**src/hdl/tilt_angle_averaging_servo_drive_assert.svh**
```systemverilog
// assertion macros shared by the tilt servo drive rtl
`ifndef TILT_ANGLE_AVERAGING_SERVO_DRIVE_ASSERT_SVH
`define TILT_ANGLE_AVERAGING_SERVO_DRIVE_ASSERT_SVH

// same-cycle implication, disabled while reset is asserted
`define TASD_ASSERT_IMP(lbl, clk, rst_n, ante, cons, msg) \
	lbl: assert property (@(posedge clk) disable iff (!(rst_n)) (ante) |-> (cons)) \
		else $error(msg);

// next-cycle implication, disabled while reset is asserted
`define TASD_ASSERT_NXT(lbl, clk, rst_n, ante, cons, msg) \
	lbl: assert property (@(posedge clk) disable iff (!(rst_n)) (ante) |=> (cons)) \
		else $error(msg);

`endif

```
**src/hdl/tasd_pkg.sv**
```systemverilog
// types, constants and the arctangent table of the tilt servo drive
package tasd_pkg;

	localparam int ACCEL_W      = 16;
	localparam int ANGLE_W      = 8;
	localparam int MAG_W        = ACCEL_W + 1;
	localparam int CX_W         = 28;
	localparam int ACC_W        = 16;
	localparam int CORDIC_STEPS = 15;
	localparam int STEP_W       = $clog2(CORDIC_STEPS);
	// window length, a power of two
	localparam int WINDOW       = 8;
	localparam int WINDOW_LG    = $clog2(WINDOW);
	localparam int SUM_W        = ANGLE_W + WINDOW_LG;
	localparam int DRV_W        = SUM_W + 1;

	localparam logic signed [ACC_W-1:0] ANGLE_MAX_Q8 = 16'sd23040;
	localparam logic [ANGLE_W-1:0]      DEG_90       = 8'd90;
	localparam logic [ANGLE_W-1:0]      SERVO_MAX    = 8'd180;
	localparam logic [ANGLE_W-1:0]      NEUTRAL_RST  = 8'd90;

	typedef logic signed [ACCEL_W-1:0] accel_t;
	typedef logic signed [ANGLE_W-1:0] tilt_t;
	typedef logic [ANGLE_W-1:0]        angle_t;
	typedef logic signed [ACC_W-1:0]   acc_t;
	typedef logic [STEP_W-1:0]         step_t;

	typedef struct packed {
		tilt_t x;
		tilt_t y;
	} tilt_pair_t;

	typedef struct packed {
		angle_t x;
		angle_t y;
	} drive_pair_t;

	// atan(2^-i) in q8 degrees, scale 180/3.1415
	function automatic acc_t atan_q8(input step_t i);
		acc_t t;
		case (i)
			4'd0:    t = 16'sd11520;
			4'd1:    t = 16'sd6801;
			4'd2:    t = 16'sd3593;
			4'd3:    t = 16'sd1824;
			4'd4:    t = 16'sd916;
			4'd5:    t = 16'sd458;
			4'd6:    t = 16'sd229;
			4'd7:    t = 16'sd115;
			4'd8:    t = 16'sd57;
			4'd9:    t = 16'sd29;
			4'd10:   t = 16'sd14;
			4'd11:   t = 16'sd7;
			4'd12:   t = 16'sd4;
			4'd13:   t = 16'sd2;
			4'd14:   t = 16'sd1;
			default: t = '0;
		endcase
		return t;
	endfunction

endpackage

```
**src/hdl/tilt_angle_averaging_servo_drive.sv**
```systemverilog
// top level: sequencer around the shared cordic, averaging and output register
//
//  channel | direction | handshake          | payload
//  --------+-----------+--------------------+--------------------------------
//  in      | sink      | in_valid/in_stall   | accel_x, accel_y, accel_z
//  out     | source    | out_valid/out_stall | servo_x_angle, servo_y_angle
//  cfg     | sink      | cfg_we              | cfg_wdata (neutral angle)
//
//  an item runs from accept to the next accept through these steps: the
//  single cordic runs load, 15 iterations and done for each axis, x then
//  y, then a ring update, a load of the output register when it is free,
//  and an idle step that takes the next item; items do not overlap.
//  reset clears the rings, sums and the window position at once, and the
//  neutral angle returns to 90. a stalled result holds in the output
//  register; the sequencer waits in its last step only when a new result
//  finds that register still full.
`include "tilt_angle_averaging_servo_drive_assert.svh"

module tilt_angle_averaging_servo_drive (
	input  logic             clk,
	input  logic             arst_n,
	// config
	input  logic             cfg_we,
	input  tasd_pkg::angle_t cfg_wdata,
	// input items
	input  logic             in_valid,
	output logic             in_stall,
	input  tasd_pkg::accel_t accel_x,
	input  tasd_pkg::accel_t accel_y,
	input  tasd_pkg::accel_t accel_z,
	// result items
	output logic             out_valid,
	input  logic             out_stall,
	output tasd_pkg::angle_t servo_x_angle,
	output tasd_pkg::angle_t servo_y_angle
);
	import tasd_pkg::*;

	typedef enum logic [2:0] {
		ST_IDLE,
		ST_START_X,
		ST_WAIT_X,
		ST_START_Y,
		ST_WAIT_Y,
		ST_UPDATE,
		ST_EMIT
	} state_t;

	state_t      state_q;
	logic        out_valid_q;
	angle_t      neutral_q;
	angle_t      servo_x_q;
	angle_t      servo_y_q;

	// captured sample and per-axis tilts
	accel_t      ax_q;
	accel_t      ay_q;
	accel_t      az_q;
	logic        z_pos_q;
	tilt_pair_t  tilts_q;

	logic        in_take;
	logic        cx_start;
	logic        cx_done;
	accel_t      cx_axis;
	tilt_t       cx_tilt;
	logic        avg_update;
	drive_pair_t drive;
	logic        out_free;
	logic        out_load;

	assign in_take    = in_valid && !in_stall;
	assign in_stall   = (state_q != ST_IDLE);
	assign cx_start   = (state_q == ST_START_X) || (state_q == ST_START_Y);
	assign cx_axis    = (state_q == ST_START_Y) ? ay_q : ax_q;
	assign avg_update = (state_q == ST_UPDATE);
	// output register can take a result this cycle
	assign out_free   = !out_valid_q || !out_stall;
	assign out_load   = (state_q == ST_EMIT) && z_pos_q && out_free;

	// neutral angle register
	always_ff @(posedge clk or negedge arst_n) begin
		if (!arst_n)
			neutral_q <= NEUTRAL_RST;
		else if (cfg_we)
			neutral_q <= cfg_wdata;
	end

	// sequencer and output valid
	always_ff @(posedge clk or negedge arst_n) begin
		if (!arst_n) begin
			state_q     <= ST_IDLE;
			out_valid_q <= 1'b0;
		end else begin
			if (out_load)
				out_valid_q <= 1'b1;
			else if (out_valid_q && !out_stall)
				out_valid_q <= 1'b0;

			case (state_q)
				ST_IDLE: begin
					if (in_take)
						state_q <= ST_START_X;
				end
				ST_START_X: state_q <= ST_WAIT_X;
				ST_WAIT_X: begin
					if (cx_done)
						state_q <= ST_START_Y;
				end
				ST_START_Y: state_q <= ST_WAIT_Y;
				ST_WAIT_Y: begin
					if (cx_done)
						state_q <= ST_UPDATE;
				end
				ST_UPDATE: state_q <= ST_EMIT;
				ST_EMIT: begin
					// samples with z <= 0 are averaged in but give no result
					if (!z_pos_q || out_free)
						state_q <= ST_IDLE;
				end
				default: state_q <= ST_IDLE;
			endcase
		end
	end

	// sample capture, tilt capture and result payload
	always_ff @(posedge clk) begin
		if (in_take) begin
			ax_q    <= accel_x;
			ay_q    <= accel_y;
			az_q    <= accel_z;
			z_pos_q <= !accel_z[ACCEL_W-1] && (accel_z != '0);
		end
		if (cx_done && state_q == ST_WAIT_X)
			tilts_q.x <= cx_tilt;
		if (cx_done && state_q == ST_WAIT_Y)
			tilts_q.y <= cx_tilt;
		if (out_load) begin
			servo_x_q <= drive.x;
			servo_y_q <= drive.y;
		end
	end

	tasd_cordic u_cordic (
		.clk    (clk),
		.arst_n (arst_n),
		.start  (cx_start),
		.axis   (cx_axis),
		.z      (az_q),
		.done   (cx_done),
		.tilt   (cx_tilt)
	);

	tasd_avg u_avg (
		.clk     (clk),
		.arst_n  (arst_n),
		.update  (avg_update),
		.tilts   (tilts_q),
		.neutral (neutral_q),
		.drive   (drive)
	);

	assign out_valid     = out_valid_q;
	assign servo_x_angle = servo_x_q;
	assign servo_y_angle = servo_y_q;

	`TASD_ASSERT_IMP(a_done_in_wait, clk, arst_n, cx_done, state_q == ST_WAIT_X || state_q == ST_WAIT_Y, "cordic done outside a wait step")
	`TASD_ASSERT_NXT(a_take_starts, clk, arst_n, in_take, state_q == ST_START_X, "accepted item did not start the x run")
	`TASD_ASSERT_IMP(a_result_zpos, clk, arst_n, $rose(out_valid_q), z_pos_q, "result raised for a sample with z <= 0")

endmodule

```
**src/hdl/tasd_cordic.sv**
```systemverilog
// iterative vectoring cordic giving one whole-degree tilt per run
`include "tilt_angle_averaging_servo_drive_assert.svh"

module tasd_cordic (
	input  logic             clk,
	input  logic             arst_n,
	input  logic             start,
	input  tasd_pkg::accel_t axis,
	input  tasd_pkg::accel_t z,
	output logic             done,
	output tasd_pkg::tilt_t  tilt
);
	import tasd_pkg::*;

	localparam step_t LAST_STEP = step_t'(CORDIC_STEPS - 1);

	logic                   busy_q;
	logic                   done_q;
	step_t                  step_q;
	logic signed [CX_W-1:0] cx_q;
	logic signed [CX_W-1:0] cy_q;
	acc_t                   acc_q;
	logic                   neg_q;
	logic                   a_zero_q;
	logic                   z_zero_q;

	logic [MAG_W-1:0]       ext_a;
	logic [MAG_W-1:0]       ext_z;
	logic [MAG_W-1:0]       mag_a;
	logic [MAG_W-1:0]       mag_z;
	logic signed [CX_W-1:0] dx;
	logic signed [CX_W-1:0] dy;
	acc_t                   t_step;
	acc_t                   acc_c;
	angle_t                 deg;

	always_comb begin
		ext_a  = {axis[ACCEL_W-1], axis};
		ext_z  = {z[ACCEL_W-1], z};
		mag_a  = axis[ACCEL_W-1] ? (~ext_a + MAG_W'(1)) : ext_a;
		mag_z  = z[ACCEL_W-1] ? (~ext_z + MAG_W'(1)) : ext_z;
		dx     = cy_q >>> step_q;
		dy     = cx_q >>> step_q;
		t_step = atan_q8(step_q);
	end

	always_ff @(posedge clk or negedge arst_n) begin
		if (!arst_n) begin
			busy_q <= 1'b0;
			done_q <= 1'b0;
			step_q <= '0;
		end else begin
			done_q <= 1'b0;
			if (start) begin
				busy_q <= 1'b1;
				step_q <= '0;
			end else if (busy_q) begin
				if (step_q == LAST_STEP) begin
					busy_q <= 1'b0;
					done_q <= 1'b1;
				end else begin
					step_q <= step_q + step_t'(1);
				end
			end
		end
	end

	// datapath
	always_ff @(posedge clk) begin
		if (start) begin
			cx_q     <= signed'(CX_W'({mag_z, 8'd0}));
			cy_q     <= signed'(CX_W'({mag_a, 8'd0}));
			acc_q    <= '0;
			neg_q    <= axis[ACCEL_W-1] ^ z[ACCEL_W-1];
			a_zero_q <= (axis == '0);
			z_zero_q <= (z == '0);
		end else if (busy_q) begin
			if (cy_q > 0) begin
				cx_q  <= cx_q + dx;
				cy_q  <= cy_q - dy;
				acc_q <= acc_q + t_step;
			end else begin
				cx_q  <= cx_q - dx;
				cy_q  <= cy_q + dy;
				acc_q <= acc_q - t_step;
			end
		end
	end

	// clamp to 0..90 deg, drop the fraction, apply sign
	always_comb begin
		if (acc_q < 0)
			acc_c = '0;
		else if (acc_q > ANGLE_MAX_Q8)
			acc_c = ANGLE_MAX_Q8;
		else
			acc_c = acc_q;
		deg = z_zero_q ? DEG_90 : angle_t'(acc_c[ACC_W-1:8]);
		if (a_zero_q)
			tilt = '0;
		else if (neg_q)
			tilt = -signed'(deg);
		else
			tilt = signed'(deg);
	end

	assign done = done_q;

	`TASD_ASSERT_IMP(a_start_idle, clk, arst_n, start, !busy_q, "cordic started while busy")
	`TASD_ASSERT_NXT(a_last_done, clk, arst_n, busy_q && step_q == LAST_STEP, done_q && !busy_q, "cordic missed done after last step")
	`TASD_ASSERT_IMP(a_step_range, clk, arst_n, busy_q, step_q <= LAST_STEP, "cordic step beyond table")
	`TASD_ASSERT_IMP(a_done_quiet, clk, arst_n, done_q, !busy_q, "cordic done while still iterating")

endmodule

```
**src/hdl/tasd_avg.sv**
```systemverilog
// tilt rings, running sums and servo drive computation
module tasd_avg (
	input  logic                  clk,
	input  logic                  arst_n,
	input  logic                  update,
	input  tasd_pkg::tilt_pair_t  tilts,
	input  tasd_pkg::angle_t      neutral,
	output tasd_pkg::drive_pair_t drive
);
	import tasd_pkg::*;

	localparam logic [WINDOW_LG-1:0] POS_LAST = WINDOW_LG'(WINDOW - 1);

	tilt_t                   ring_x_q [WINDOW];
	tilt_t                   ring_y_q [WINDOW];
	logic [WINDOW_LG-1:0]    pos_q;
	logic signed [SUM_W-1:0] sum_x_q;
	logic signed [SUM_W-1:0] sum_y_q;

	always_ff @(posedge clk or negedge arst_n) begin
		if (!arst_n) begin
			for (int i = 0; i < WINDOW; i++) begin
				ring_x_q[i] <= '0;
				ring_y_q[i] <= '0;
			end
			pos_q   <= '0;
			sum_x_q <= '0;
			sum_y_q <= '0;
		end else if (update) begin
			sum_x_q         <= sum_x_q + SUM_W'(tilts.x) - SUM_W'(ring_x_q[pos_q]);
			sum_y_q         <= sum_y_q + SUM_W'(tilts.y) - SUM_W'(ring_y_q[pos_q]);
			ring_x_q[pos_q] <= tilts.x;
			ring_y_q[pos_q] <= tilts.y;
			pos_q           <= (pos_q == POS_LAST) ? '0 : pos_q + WINDOW_LG'(1);
		end
	end

	// average truncated toward zero, plus neutral, clamped 0..180
	function automatic angle_t servo(input logic signed [SUM_W-1:0] sum, input angle_t n);
		logic signed [SUM_W-1:0] biased;
		logic signed [SUM_W-1:0] avg;
		logic signed [DRV_W-1:0] v;
		biased = (sum < 0) ? sum + SUM_W'(WINDOW - 1) : sum;
		avg    = biased >>> WINDOW_LG;
		v      = DRV_W'(avg) + signed'(DRV_W'(n));
		if (v < 0)
			return '0;
		else if (v > signed'(DRV_W'(SERVO_MAX)))
			return SERVO_MAX;
		else
			return angle_t'(v);
	endfunction

	assign drive.x = servo(sum_x_q, neutral);
	assign drive.y = servo(sum_y_q, neutral);

endmodule
```
**config.mk**
```make
export PLATFORM = sky130hd
export DESIGN_NAME = tilt_angle_averaging_servo_drive
export DESIGN_NICKNAME = d
export VERILOG_FILES = /design/src/hdl/tasd_pkg.sv /design/src/hdl/tilt_angle_averaging_servo_drive.sv /design/src/hdl/tasd_cordic.sv /design/src/hdl/tasd_avg.sv
export VERILOG_INCLUDE_DIRS = /design/src /design/src/hdl
export SDC_FILE = /design/constraint.sdc
export NUM_CORES = 1
export LEC_CHECK = 0
export ABC_AREA = 1
export BUFFER_PORTS_ARGS = -buffer_cell sky130_fd_sc_hd__buf_2
export CAP_MARGIN = 20
export CORE_MARGIN = 5
export CORE_UTILIZATION = 60
export CTS_BUF_LIST = sky130_fd_sc_hd__clkbuf_16
export CTS_CLUSTER_DIAMETER = 80
export DETAILED_ROUTE_END_ITERATION = 8
export PLACE_DENSITY_LB_ADDON = 0.15
export SYNTH_ARGS = -nofsm -noshare
export SYNTH_HDL_FRONTEND = slang
export SYNTH_SLANG_ARGS = --single-unit
```
**constraint.sdc**
```tcl
create_clock -name clk -period 5.09 [get_ports clk]
set_input_delay 1.018 -clock clk [delete_from_list [all_inputs] [get_ports clk]]
set_output_delay 1.018 -clock clk [all_outputs]
set_load 0.02 [all_outputs]
```
Word-level counts from Yosys, hierarchy flattened

Memories as Yosys holds them, arrays and structs flattened.
Cells that the tools add are included.

Logic and storage cells: 166
Memories kept: 1
Register bits after elaboration: 327
Output and inout bits: 18
ROM bits: 224

Memories:

| name            | words | bits a word | read ports | clocked after memory_dff | wr ports | line           | source |
|---|---|---|---|---|---|---|---|
| (no name shown) | 16    | 14          | 1          | 0                        | 0        | tasd_pkg.sv:41 | `case (i)` |

Add/subtract/negate cells: 19
Mux-type cells: 46
Bitwise logic cells: 4
Reductions and logical operators: 27
Eq/ne operators: 13
Shift operators: 2
Magnitude comparators: 11

Operator list:

| operator              | count |
|---|---|
| $bwmux 64             | 2 |
| $mux 25               | 4 |
| $mux 8                | 10 |
| $mux 16               | 4 |
| $add 28x28->28        | 2 |
| $mux 28               | 2 |
| $sshr 28x4->28        | 2 |
| $sub 28x28->28        | 2 |
| $bmux 8 s3            | 2 |
| $add 17x1->17 const B | 2 |
| $mux 17               | 2 |
| $not 17->17           | 2 |
| $logic_not 16->1      | 2 |
| $gt 28x1->1 const B   | 1 |
| $demux 8 s3           | 1 |
| $add 11x4->11 const B | 2 |
| $add 11x8->11         | 2 |
| $lt 11x1->1 const B   | 2 |
| $mux 11               | 2 |
| $sub 11x8->11         | 2 |
| $pmux 3 s7            | 1 |
| $add 8x9->10          | 2 |
| $gt 10x9->1 const B   | 2 |
| $lt 10x1->1 const B   | 2 |
| other kinds (30)      | 65 |

Logic depth before layout (Yosys ltp)

Gate-level depths: netlist of the first run.

Word-level depth: 7
Mapped depth: 32

Hierarchy

A second synthesis of the first run with hierarchy kept.

Cell total of the unflattened synthesis: 3434
Area total of the unflattened synthesis: 24526.0 sq um

By module, submodules not included:

| module                           | times used | cells an instance | area each (sq um) |
|---|---|---|---|
| tasd_cordic                      | 1          | 2007              | 11833.8 |
| tasd_avg                         | 1          | 1222              | 9422.8 |
| tilt_angle_averaging_servo_drive | 1          | 205               | 3269.4 |

Worst setup path after synthesis of the first run

Ideal clock, no wire load.

Path type: register to register
Start point: register u_cordic.step_q[0]
End point: register u_cordic.cx_q[21] (data pin)
Path buffers: 2
Path slack: 1197 ps
Data required time: 4836 ps
Library setup time: 254 ps
Stages on the path, launching flop included: 25
Arrival time: 3640 ps
Cells stage by stage: dfrtp_1 > buf_6 > buf_2 > o211ai_1 > nand3_1 > nand2_1 > nand2_1 > nand2_1 > inv_1 > ha_1 > nand3_1 > nand2_1 > o21ai_0 > xor2_1 > ha_1 > nand2_1 > o21ai_0 > nand2_1 > nand3_1 > a21oi_1 > o21ai_0 > a21oi_1 > or2_2 > nand3_1 > nand2_1

Longest elaborated chain between the ends: 5
Elaborated cells between the ends (all ways): 6
Classes of those cells: add/sub (2); shift (1); mux (3)

Ends and longest elaborated chain:

| what                                                    | line                                 | source |
|---|---|---|
| start, declared                                         | tasd_cordic.sv:19                    | `step_t step_q;` |
| start signal, assigned                                  | tasd_cordic.sv:62                    | `step_q <= step_q + step_t'(1);` |
| $sshr 28x4->28 (*)                                      | tasd_cordic.sv:42                    | `dx = cy_q >>> step_q;` |
| $sub 28x28->28 / $add 28x28->28 (equally long branches) | tasd_cordic.sv:83, tasd_cordic.sv:79 |  |
| $mux 28 (*)                                             | tasd_cordic.sv:78                    | `if (cy_q > 0) begin` |
| $mux 25 (*)                                             | tasd_cordic.sv:77                    | `end else if (busy_q) begin` |
| $mux 25 (*)                                             | tasd_cordic.sv:70                    | `if (start) begin` |
| end signal, assigned                                    | tasd_cordic.sv:71                    | `cx_q <= signed'(CX_W'({mag_z, 8'd0}));` |
| end signal, assigned                                    | tasd_cordic.sv:79                    | `cx_q <= cx_q + dx;` |
| end signal, assigned                                    | tasd_cordic.sv:83                    | `cx_q <= cx_q - dx;` |
| end, declared                                           | tasd_cordic.sv:20                    | `logic signed [CX_W-1:0] cx_q;` |

Mark *: on every way between the ends. The rest lies on a longest branch, timed or not. The select of a mux whose other input is x is not followed.
A chain may end at the register's enable or synchronous reset.

Final worst setup path of the first run

Start point: register u_cordic.step_q[3]
End point: register u_cordic.cx_q[26]

Longest elaborated chain between the ends: 3
Elaborated cells between the ends (all ways): 4
Classes of those cells: add/sub (2); shift (1); mux (1)

Ends and longest elaborated chain:

| what                                                    | line |
|---|---|
| $sshr 28x4->28 (*)                                      | tasd_cordic.sv:42 |
| $sub 28x28->28 / $add 28x28->28 (equally long branches) | tasd_cordic.sv:83, tasd_cordic.sv:79 |
| $mux 28 (*)                                             | tasd_cordic.sv:78 |

Mark *: on every way between the ends. The rest lies on a longest branch, timed or not.

==> metrics.txt, run 1 <==
I/O Buffers=78; die width=208.7 um; final-report hold violation count=0; Slew Viols, Final=0; clock skew=0.02454 ns; num rows=72; final core utilization=0.6686; Synth Cell Area=0.02368 mm^2; starting DRC count in detailed routing=2074; die extent in y=208.7 um; fin area=0.02596 mm^2; Yosys top cell area share=0.1765; top-count cell post-synth=nand2_1; worst hold start=u_avg.ring_y_q[54]; WS Path Type=reg2reg; first-pass GRT wire length=111400 um; WL/cell=18.04 um; area grow syn2layout=9.615%; Commonest cells post-synth=815 x nand2_1, 340 x inv_1, 309 x nand3_1, 304 x o21ai_0, 205 x nor2_1; r2r setup slk=0.16 ns; root cell of the clock tree=clkbuf_16; initial antenna violation count=0; antenna-violating nets left=0; number of synthesized flops with an enable pin=118; Worst Setup End Kind=register; Synth Instances=3206; # setup viols final=0; Nets=3475; CP max FO=27; MaxCap Viol Count=0; TritonCTS Sinks=327; library cells used by synthesis=64; Post-synth ARST share=0.5229; slew of the pin with the lowest slew margin=0.9208 ns; Yosys reg bits=327; Worst Setup Start Kind=register; Multi-input gate area=0.01326 mm^2; fin crit period=4.925 ns; period utilisation layout=0.9676; CTS Buf Count=39; status=finished clean; postcts setup bufs=0; unrepaired setup endpoints after global routing=no; Hold Slack=0.4868 ns; Setup TNS Final=0 ns; CTS tree=built; Ports=79; Area contributors post-synth=dfrtp_1 18%, edfxtp_1 15%, nand2_1 13%, ha_1 6.7%, nand3_1 6.5%; post-CTS resize count=0; post-synth top area cell=dfrtp_1; Register Area=0.008589 mm^2; worst path required time=5.49 ns; dpl hpwl=50750 um; maximum number of pins on one net before global-route repair=97; H-tree Lvls=2; post-synthesis sequential area ratio=0.3626; gr usage total=0.3089; starting density of the core=0.6100; Max-slew headroom=0.3839; worst r2r src=u_cordic.step_q[3]; Via density=5.910; DP Area=0.02460 mm^2; RePlAce Congestion=1.011; GRT Residual Overflow=0; total inserted antenna cells=0; Routed WL=68760 um; maximum clock frequency=203.0 MHz; share of cells above drive strength 1=0.07529; worst hold path type=reg2reg; Main synth FF type=dfrtp_1; clk_lat worst skew=0.57 ns; Synth Area per Inst=7.387 um^2; critical path launch point=u_cordic.step_q[3]; vias in the first global route=21810; Filler Cell Count=3397; Residual DRC=0; CTS Hold Buffers Added=0; maximum buffer depth of the clock tree=3; vias=22530; Critical Path AT=5.33 ns; clk slew on worst S/H paths=0.06 ns; area of the die=0.04355 mm^2; Mapped Nets=3418; Core ar.=0.03883 mm^2; Synthesis Warnings=0; DRT Pass-1 Iters=6
## kinds of logic after synthesis
kind of cell             synth area share
AO/OA/AOI/OAI                      0.1590
XOR/XNOR                          0.04660
adder cells (fa/ha/maj)           0.08770
buffers and inverters             0.07882
flip-flops                         0.3626
multiplexers                     0.003434
AND/OR/NAND/NOR                    0.2618
## metal layers
layer  vias to the layer above  wire length (um)  GRT usage
li1                      10940                 -          -
met1                     10560             28830     0.3938
met2                       833             32580     0.5245
met3                       195              4025    0.03944
met4                         0              3325     0.1476
met5                         -                 0          0
## registers in the layout, indices dropped and copies added, names as in the netlist, 4 cells and up
name,cells
tilts_q,16
u_avg.sum_y_q,11
ax_q,16
u_cordic.cx_q,28
u_cordic.acc_q,16
servo_y_angle,8
ay_q,16
u_avg.ring_y_q,64
servo_x_angle,8
u_cordic.step_q,4
u_cordic.cy_q,28
az_q,16
u_avg.ring_x_q,64
u_avg.sum_x_q,11
neutral_q,8
## placed cells by master, fill, tap and decap left out, drive strengths merged, types with 5 or more instances in the layout
master / n
o2111ai: 5
o31ai: 10
ha: 126
nand3: 310
nand2: 821
nand4: 38
nor3: 43
a22o: 11
a31oi: 10
a21o: 9
fa: 25
inv: 366
nor4: 19
mux2: 6
xnor2: 42
nor2: 214
or2: 10
a221oi: 15
o21ai: 329
o211ai: 13
edfxtp: 118
a22oi: 17
xor2: 84
o32ai: 7
clkbuf: 40
a21oi: 179
dfrtp: 167
clkinv: 22
o21a: 9
o22ai: 25
o21bai: 8
buf: 128
dfxtp: 38
## path summary, 6_finish.rpt
check / end / cells after the start
max reg2reg: u_cordic.cx_q[26] / 19
min: u_avg.ring_y_q[54] / 2
max: u_cordic.cx_q[26] / 19
min in group asynchronous: u_avg.ring_y_q[10] / 1
max in group asynchronous: neutral_q[1] / 2
min reg2reg: u_avg.ring_y_q[54] / 2
## cell type report
| cell class | count | area share |
|---|---|---|
| clock buffer | 40 | 0.03856 |
| clock inverter | 32 | 0.008579 |
| inverter | 358 | 0.05200 |
| multi-input combinational | 2409 | 0.5108 |
| sequential | 327 | 0.3309 |
| tap | 518 | 0.02497 |
| timing repair buffer | 128 | 0.03417 |
## worst max-delay path, cell delays in order, from the launching register on
cell	delay, ns
dfrtp_1	0.63
clkinvlp_4	0.32
buf_4	0.27
buf_4	0.25
o21ai_1	0.22
inv_1	0.10
nor2_1	0.19
nand3_1	0.15
nor3_1	0.31
nand3_1	0.22
xor2_1	0.19
nand2_1	0.06
nand2_1	0.06
ha_1	0.37
inv_1	0.11
nor4_2	0.49
nand3_1	0.13
o211ai_1	0.40
xnor2_1	0.19
o22ai_1	0.10
## stage by stage
step           setup WS (ns)  std cells
2_1_floorplan          1.197       3206
3_3_place_gp          0.3492       3733
3_5_place_dp          0.2311       3735
4_1_cts               0.1423       3807
5_1_grt             0.007625       3812
6_report              0.1649       3812
Power of run 1 is left out: the tool's default activity adds up to more than one toggle a clock period on the data nets, which glitch-free logic cannot reach.
==> inputs of run 2 (changes only) <==
- CORE_MARGIN: 5 -> 8
- CORE_UTILIZATION: 60 -> 30
==> metrics.txt, run 2 (synthesized netlist as in run 1, its figures left out) <==
I/O Buffers=78; clk_lat worst skew=0.59 ns; clk slew on worst S/H paths=0.06 ns; commonest non-fill, non-tap cells in the layout=815 x nand2_1, 351 x inv_1, 309 x nand3_1; postcts setup bufs=0; most common cell after layout, fill and taps aside=nand2_1; Register Area=0.008589 mm^2; GRT Residual Overflow=0; area grow syn2layout=13.27%; CTS Hold Buffers Added=0; maximum number of pins on one net before global-route repair=114; starting density of the core=0.3013; MaxCap Viol Count=0; worst hold path type=reg2reg; area of the die=0.08819 mm^2; dpl hpwl=58800 um; Max-slew headroom=0.2897; Worst Setup Start Kind=register; CTS Buf Count=42; gr usage total=0.1704; Layout Cells excl Fill=4356; RePlAce Congestion=0.8937; maximum clock frequency=213.6 MHz; Slew Viols, Final=0; status=finished clean; WS Path Type=reg2reg; CTS tree=built; post-CTS resize count=0; total inserted antenna cells=0; Setup TNS Final=0 ns; die extent in y=297.0 um; antenna-violating nets left=0; Multi-input gate area=0.01325 mm^2; Core ar.=0.07861 mm^2; Residual DRC=0; first-pass GRT wire length=122100 um; Via density=4.973; clock skew=0.03027 ns; dpl cells=4277; # setup viols final=0; Filler Cell Count=8530; initial antenna violation count=0; CP max FO=21; maximum buffer depth of the clock tree=3; die width=297.0 um; Critical Path AT=5.01 ns; period utilisation layout=0.9199; final-report hold violation count=0; vias=21660; slew of the pin with the lowest slew margin=1.064 ns; num rows=103; Worst Setup End Kind=register; Nets=3484; final core utilization=0.3412; H-tree Lvls=2; DRT Pass-1 Iters=5; Routed WL=76730 um; Ports=79; leading registers by flop count=u_avg.ring_x_q (64), u_avg.ring_y_q (64); vias in the first global route=21400; starting DRC count in detailed routing=1402; share of cells above drive strength 1=0.07743; root cell of the clock tree=clkbuf_16; unrepaired setup endpoints after global routing=no; worst path required time=5.42 ns; fin crit period=4.682 ns; WL/cell=17.61 um; TritonCTS Sinks=327
-- run 2: final timing paths --
| kind | startpoint | slack [ns] | cells past startpoint | to |
|---|---|---|---|---|
| setup / recovery | u_cordic.step_q[1] | 0.41 | 23 | u_cordic.cx_q[21] |
| hold / removal | u_avg.ring_x_q[29] | 0.48 | 2 | u_avg.ring_x_q[29] |
| setup reg to reg | u_cordic.step_q[1] | 0.41 | 23 | u_cordic.cx_q[21] |
| hold reg to reg | u_avg.ring_x_q[29] | 0.48 | 2 | u_avg.ring_x_q[29] |
| max in group asynchronous | arst_n | 3.47 | 2 | u_avg.ring_x_q[19] |
| min in group asynchronous | arst_n | 0.56 | 1 | u_avg.ring_y_q[26] |
-- run 2: cell type report --
| class | count | share of cell area |
|---|---|---|
| inverter | 358 | 0.05024 |
| sequential | 327 | 0.3202 |
| clock inverter | 36 | 0.01096 |
| clock buffer | 42 | 0.03918 |
| timing repair buffer | 134 | 0.03652 |
| tap | 1050 | 0.04898 |
| multi-input combinational | 2409 | 0.4939 |
-- run 2: critical path, cell delays in order (launching register included) --
cell and delay [ns]:
dfrtp_1 0.39, clkinv_2 0.32, nor2_1 0.49, o211ai_1 0.15
nand2_1 0.09, nor2_1 0.05, nand2_1 0.08, nand2_1 0.10
ha_1 0.25, nand3_1 0.16, nor2_4 0.08, a21oi_1 0.15
xnor2_1 0.10, ha_1 0.39, nand2_1 0.08, nor3_1 0.19
nand3_1 0.11, nand3_1 0.23, a21oi_1 0.16, o21ai_1 0.32
a21oi_1 0.13, or2_2 0.29, nand3_1 0.07, nand2_1 0.05
-- run 2: metal layers --
layer | vias up | routed length (um) | track usage | part of all wire
li1 | 10960 | - | - | -
met1 | 10150 | 34610 | 0.2220 | 0.45
met3 | 116 | 3079 | 0.02262 | 0.040
met2 | 438 | 36780 | 0.2930 | 0.48
met5 | - | 0 | 0 | 0
met4 | 0 | 2255 | 0.04987 | 0.029
-- run 2: through the flow --
stage,hold WS (ns),worst slack [ns],cell area (um^2)
floorplan,0.4530,1.197,23680
global placement,0.4662,0.3680,25310
detailed placement,0.4731,0.3448,25450
CTS,0.4883,0.3027,26800
global route,0.5044,0.02704,26820
finish,0.4845,0.4077,26820
Power of run 2 is left out for the same reason.
==> inputs of run 3 (changes only) <==
- ABC_AREA: 1 -> 0
==> metrics.txt, run 3 <==
status=complete, but fails checks; failing checks=negative setup slack; H-tree Lvls=2; Mapped Nets=2787; WL/cell=20.92 um; root cell of the clock tree=clkbuf_16; Max-slew headroom=0.2387; RePlAce Congestion=0.9247; clock skew=0.02402 ns; pre-CTS setup slack=-0.6857 ns; starting density of the core=0.3035; worst hold path endpoint=u_avg.ring_x_q[42]; Post-synth ARST share=0.5229; Nets=3180; starting DRC count in detailed routing=1349; vias in the first global route=21670; Filler Cell Count=8109; period utilisation layout=1.021; CTS tree=built; leading registers by flop count=u_avg.ring_x_q (64), u_avg.ring_y_q (64); WS Path Type=reg2reg; slew of the pin with the lowest slew margin=1.131 ns; worst hold start=u_avg.ring_x_q[42]; area grow syn2layout=25.69%; CTS Buf Count=42; die extent in y=301.5 um; top-count cell post-synth=nand2_1; Synth Area per Inst=9.494 um^2; GRT Residual Overflow=0; area of the die=0.09088 mm^2; Hold Slack=0.4767 ns; die width=301.5 um; Synthesis Warnings=0; initial antenna violation count=1; Worst Setup End Kind=register; Synth Cell Area=0.02445 mm^2; Worst Setup Start Kind=register; clk slew on worst S/H paths=0.06 ns; library cells used by synthesis=91; post-synth top area cell=dfrtp_1; Worst R2R Path Depth=21; dpl hpwl=64890 um; Via density=5.295; number of synthesized flops with an enable pin=118; # setup viols final=11; Setup TNS Final=-0.5674 ns; num rows=104; vias=21510; r2r setup slk=-0.11 ns; Yosys reg bits=327; Synth Instances=2575; post-synthesis sequential area ratio=0.3513; I/O Buffers=78; Main synth FF type=dfrtp_1; worst r2r src=u_cordic.step_q[1]; worst hold path type=reg2reg; Critical Path AT=5.63 ns; unrepaired setup endpoints after global routing=yes; reg2reg end=u_cordic.cy_q[27]; maximum clock frequency=192.4 MHz; final-report hold violation count=0; commonest non-fill, non-tap cells in the layout=379 x buf_4, 262 x nand2_1, 178 x o21ai_0; final worst slack=-0.1077 ns; first-pass GRT wire length=130200 um; maximum number of pins on one net before global-route repair=105; hold depth=2; Commonest cells post-synth=264 x nand2_1, 202 x o21ai_0, 177 x nor2_1, 167 x dfrtp_1, 140 x a21oi_1; fin crit period=5.198 ns; gr usage total=0.1812; Slew Viols, Final=0; clk_lat worst skew=0.59 ns; MaxCap Viol Count=0; Routed WL=84970 um; Core ar.=0.08055 mm^2; maximum buffer depth of the clock tree=3; antenna-violating nets left=0; CTS Hold Buffers Added=0; TritonCTS Sinks=327; Area contributors post-synth=dfrtp_1 17%, edfxtp_1 14%, ha_1 6.4%, mux4_2 5.6%, mux2_2 5.0%; share of cells above drive strength 1=0.2808; worst path required time=5.52 ns; CP max FO=8; most common cell after layout, fill and taps aside=buf_4; total inserted antenna cells=0; final core utilization=0.3815; DRT Pass-1 Iters=5; Residual DRC=0; Ports=79; Yosys top cell area share=0.1709
run 3: changes by cell type in the layout (fill, tap and decap cells not counted), sizes merged, moves of 31 or more:
cell   before  now
xnor2      42  100
nor2b       0   31
nor2      214  177
nand3     310   43
a21oi     179  140
mux2        6  110
buf       132  477
nand2     821  265
o21ai     329  204
mux4        0   61
mux2i       1   96
inv       364  143
run 3: cell families after synthesis:
kind of cell | synth area share
muxes | 0.1462
adders and majority gates | 0.08496
buffers and inverters | 0.04325
xor gates and xnor gates | 0.06592
and+or+nand+nor | 0.1404
DFF | 0.3513
AOI/OAI and AO/OA | 0.1679
run 3: worst max-delay path by stage:
stage / from / to / slack (ns) / cells past startpoint
after floorplan: u_cordic.step_q[3] / u_cordic.cx_q[21] / 0.001 / 25
after global placement: u_cordic.step_q[1] / u_cordic.cx_q[26] / -0.65 / 21
after detailed placement: u_cordic.step_q[1] / u_cordic.cx_q[26] / -0.69 / 21
after CTS: u_cordic.step_q[1] / u_cordic.cx_q[26] / -0.11 / 20
after global routing: u_cordic.step_q[1] / u_cordic.cy_q[27] / -0.31 / 21
final: u_cordic.step_q[1] / u_cordic.cy_q[27] / -0.11 / 21
run 3: through the flow:
step | instances | instance area [um^2]
2_1_floorplan | 2575 | 24490
3_3_place_gp | 3951 | 28500
3_5_place_dp | 3951 | 28500
4_1_cts | 4046 | 30260
5_1_grt | 4062 | 30730
6_report | 4062 | 30730
run 3: area by class of cell:
class | instances | area, um^2 | area share
Timing Repair Buffer | 479 | 3602 | 0.1172
Clock buffer | 42 | 1051 | 0.03421
Tap cell | 1060 | 1326 | 0.04316
Inverter | 139 | 523.0 | 0.01702
Sequential cell | 327 | 8601 | 0.2799
Clock inverter | 36 | 250.2 | 0.008144
Multi-Input combinational cell | 1979 | 15370 | 0.5003
run 3: what timing repair did:
| item | 4_1_cts | 5_1_grt |
|---|---|---|
| setup endpoints to repair | 29 | 33 |
| pin swaps | 45 | 51 |
| buffers inserted | 17 | 17 |
| gates cloned | 1 | 0 |
| endpoints found under the hold margin | 0 | 0 |
| gates resized for setup | 78 | 83 |
run 3: critical path, cell delays in order, from the launching register on:
cell,delay (ns)
dfrtp_4,0.53
buf_4,0.16
buf_12,0.12
mux4_2,0.54
mux4_2,0.52
or2_4,0.26
a211oi_2,0.20
buf_4,0.15
and4_1,0.21
buf_4,0.14
nor2_1,0.04
xnor2_1,0.13
ha_1,0.33
nand4_1,0.14
nor2_2,0.17
o21a_1,0.20
o31ai_4,0.10
a211o_1,0.29
o31a_1,0.30
o311ai_2,0.29
xnor2_1,0.15
o22ai_1,0.09
run 3: layer usage:
layer | part of all wire | global-route usage | vias up
met3 | 0.030 | 0.01785 | 129
met1 | 0.44 | 0.2329 | 10750
met4 | 0.029 | 0.05074 | 0
met5 | 0 | 0 | -
li1 | - | - | 10220
met2 | 0.50 | 0.3213 | 410
Power of run 3 is left out for the same reason.
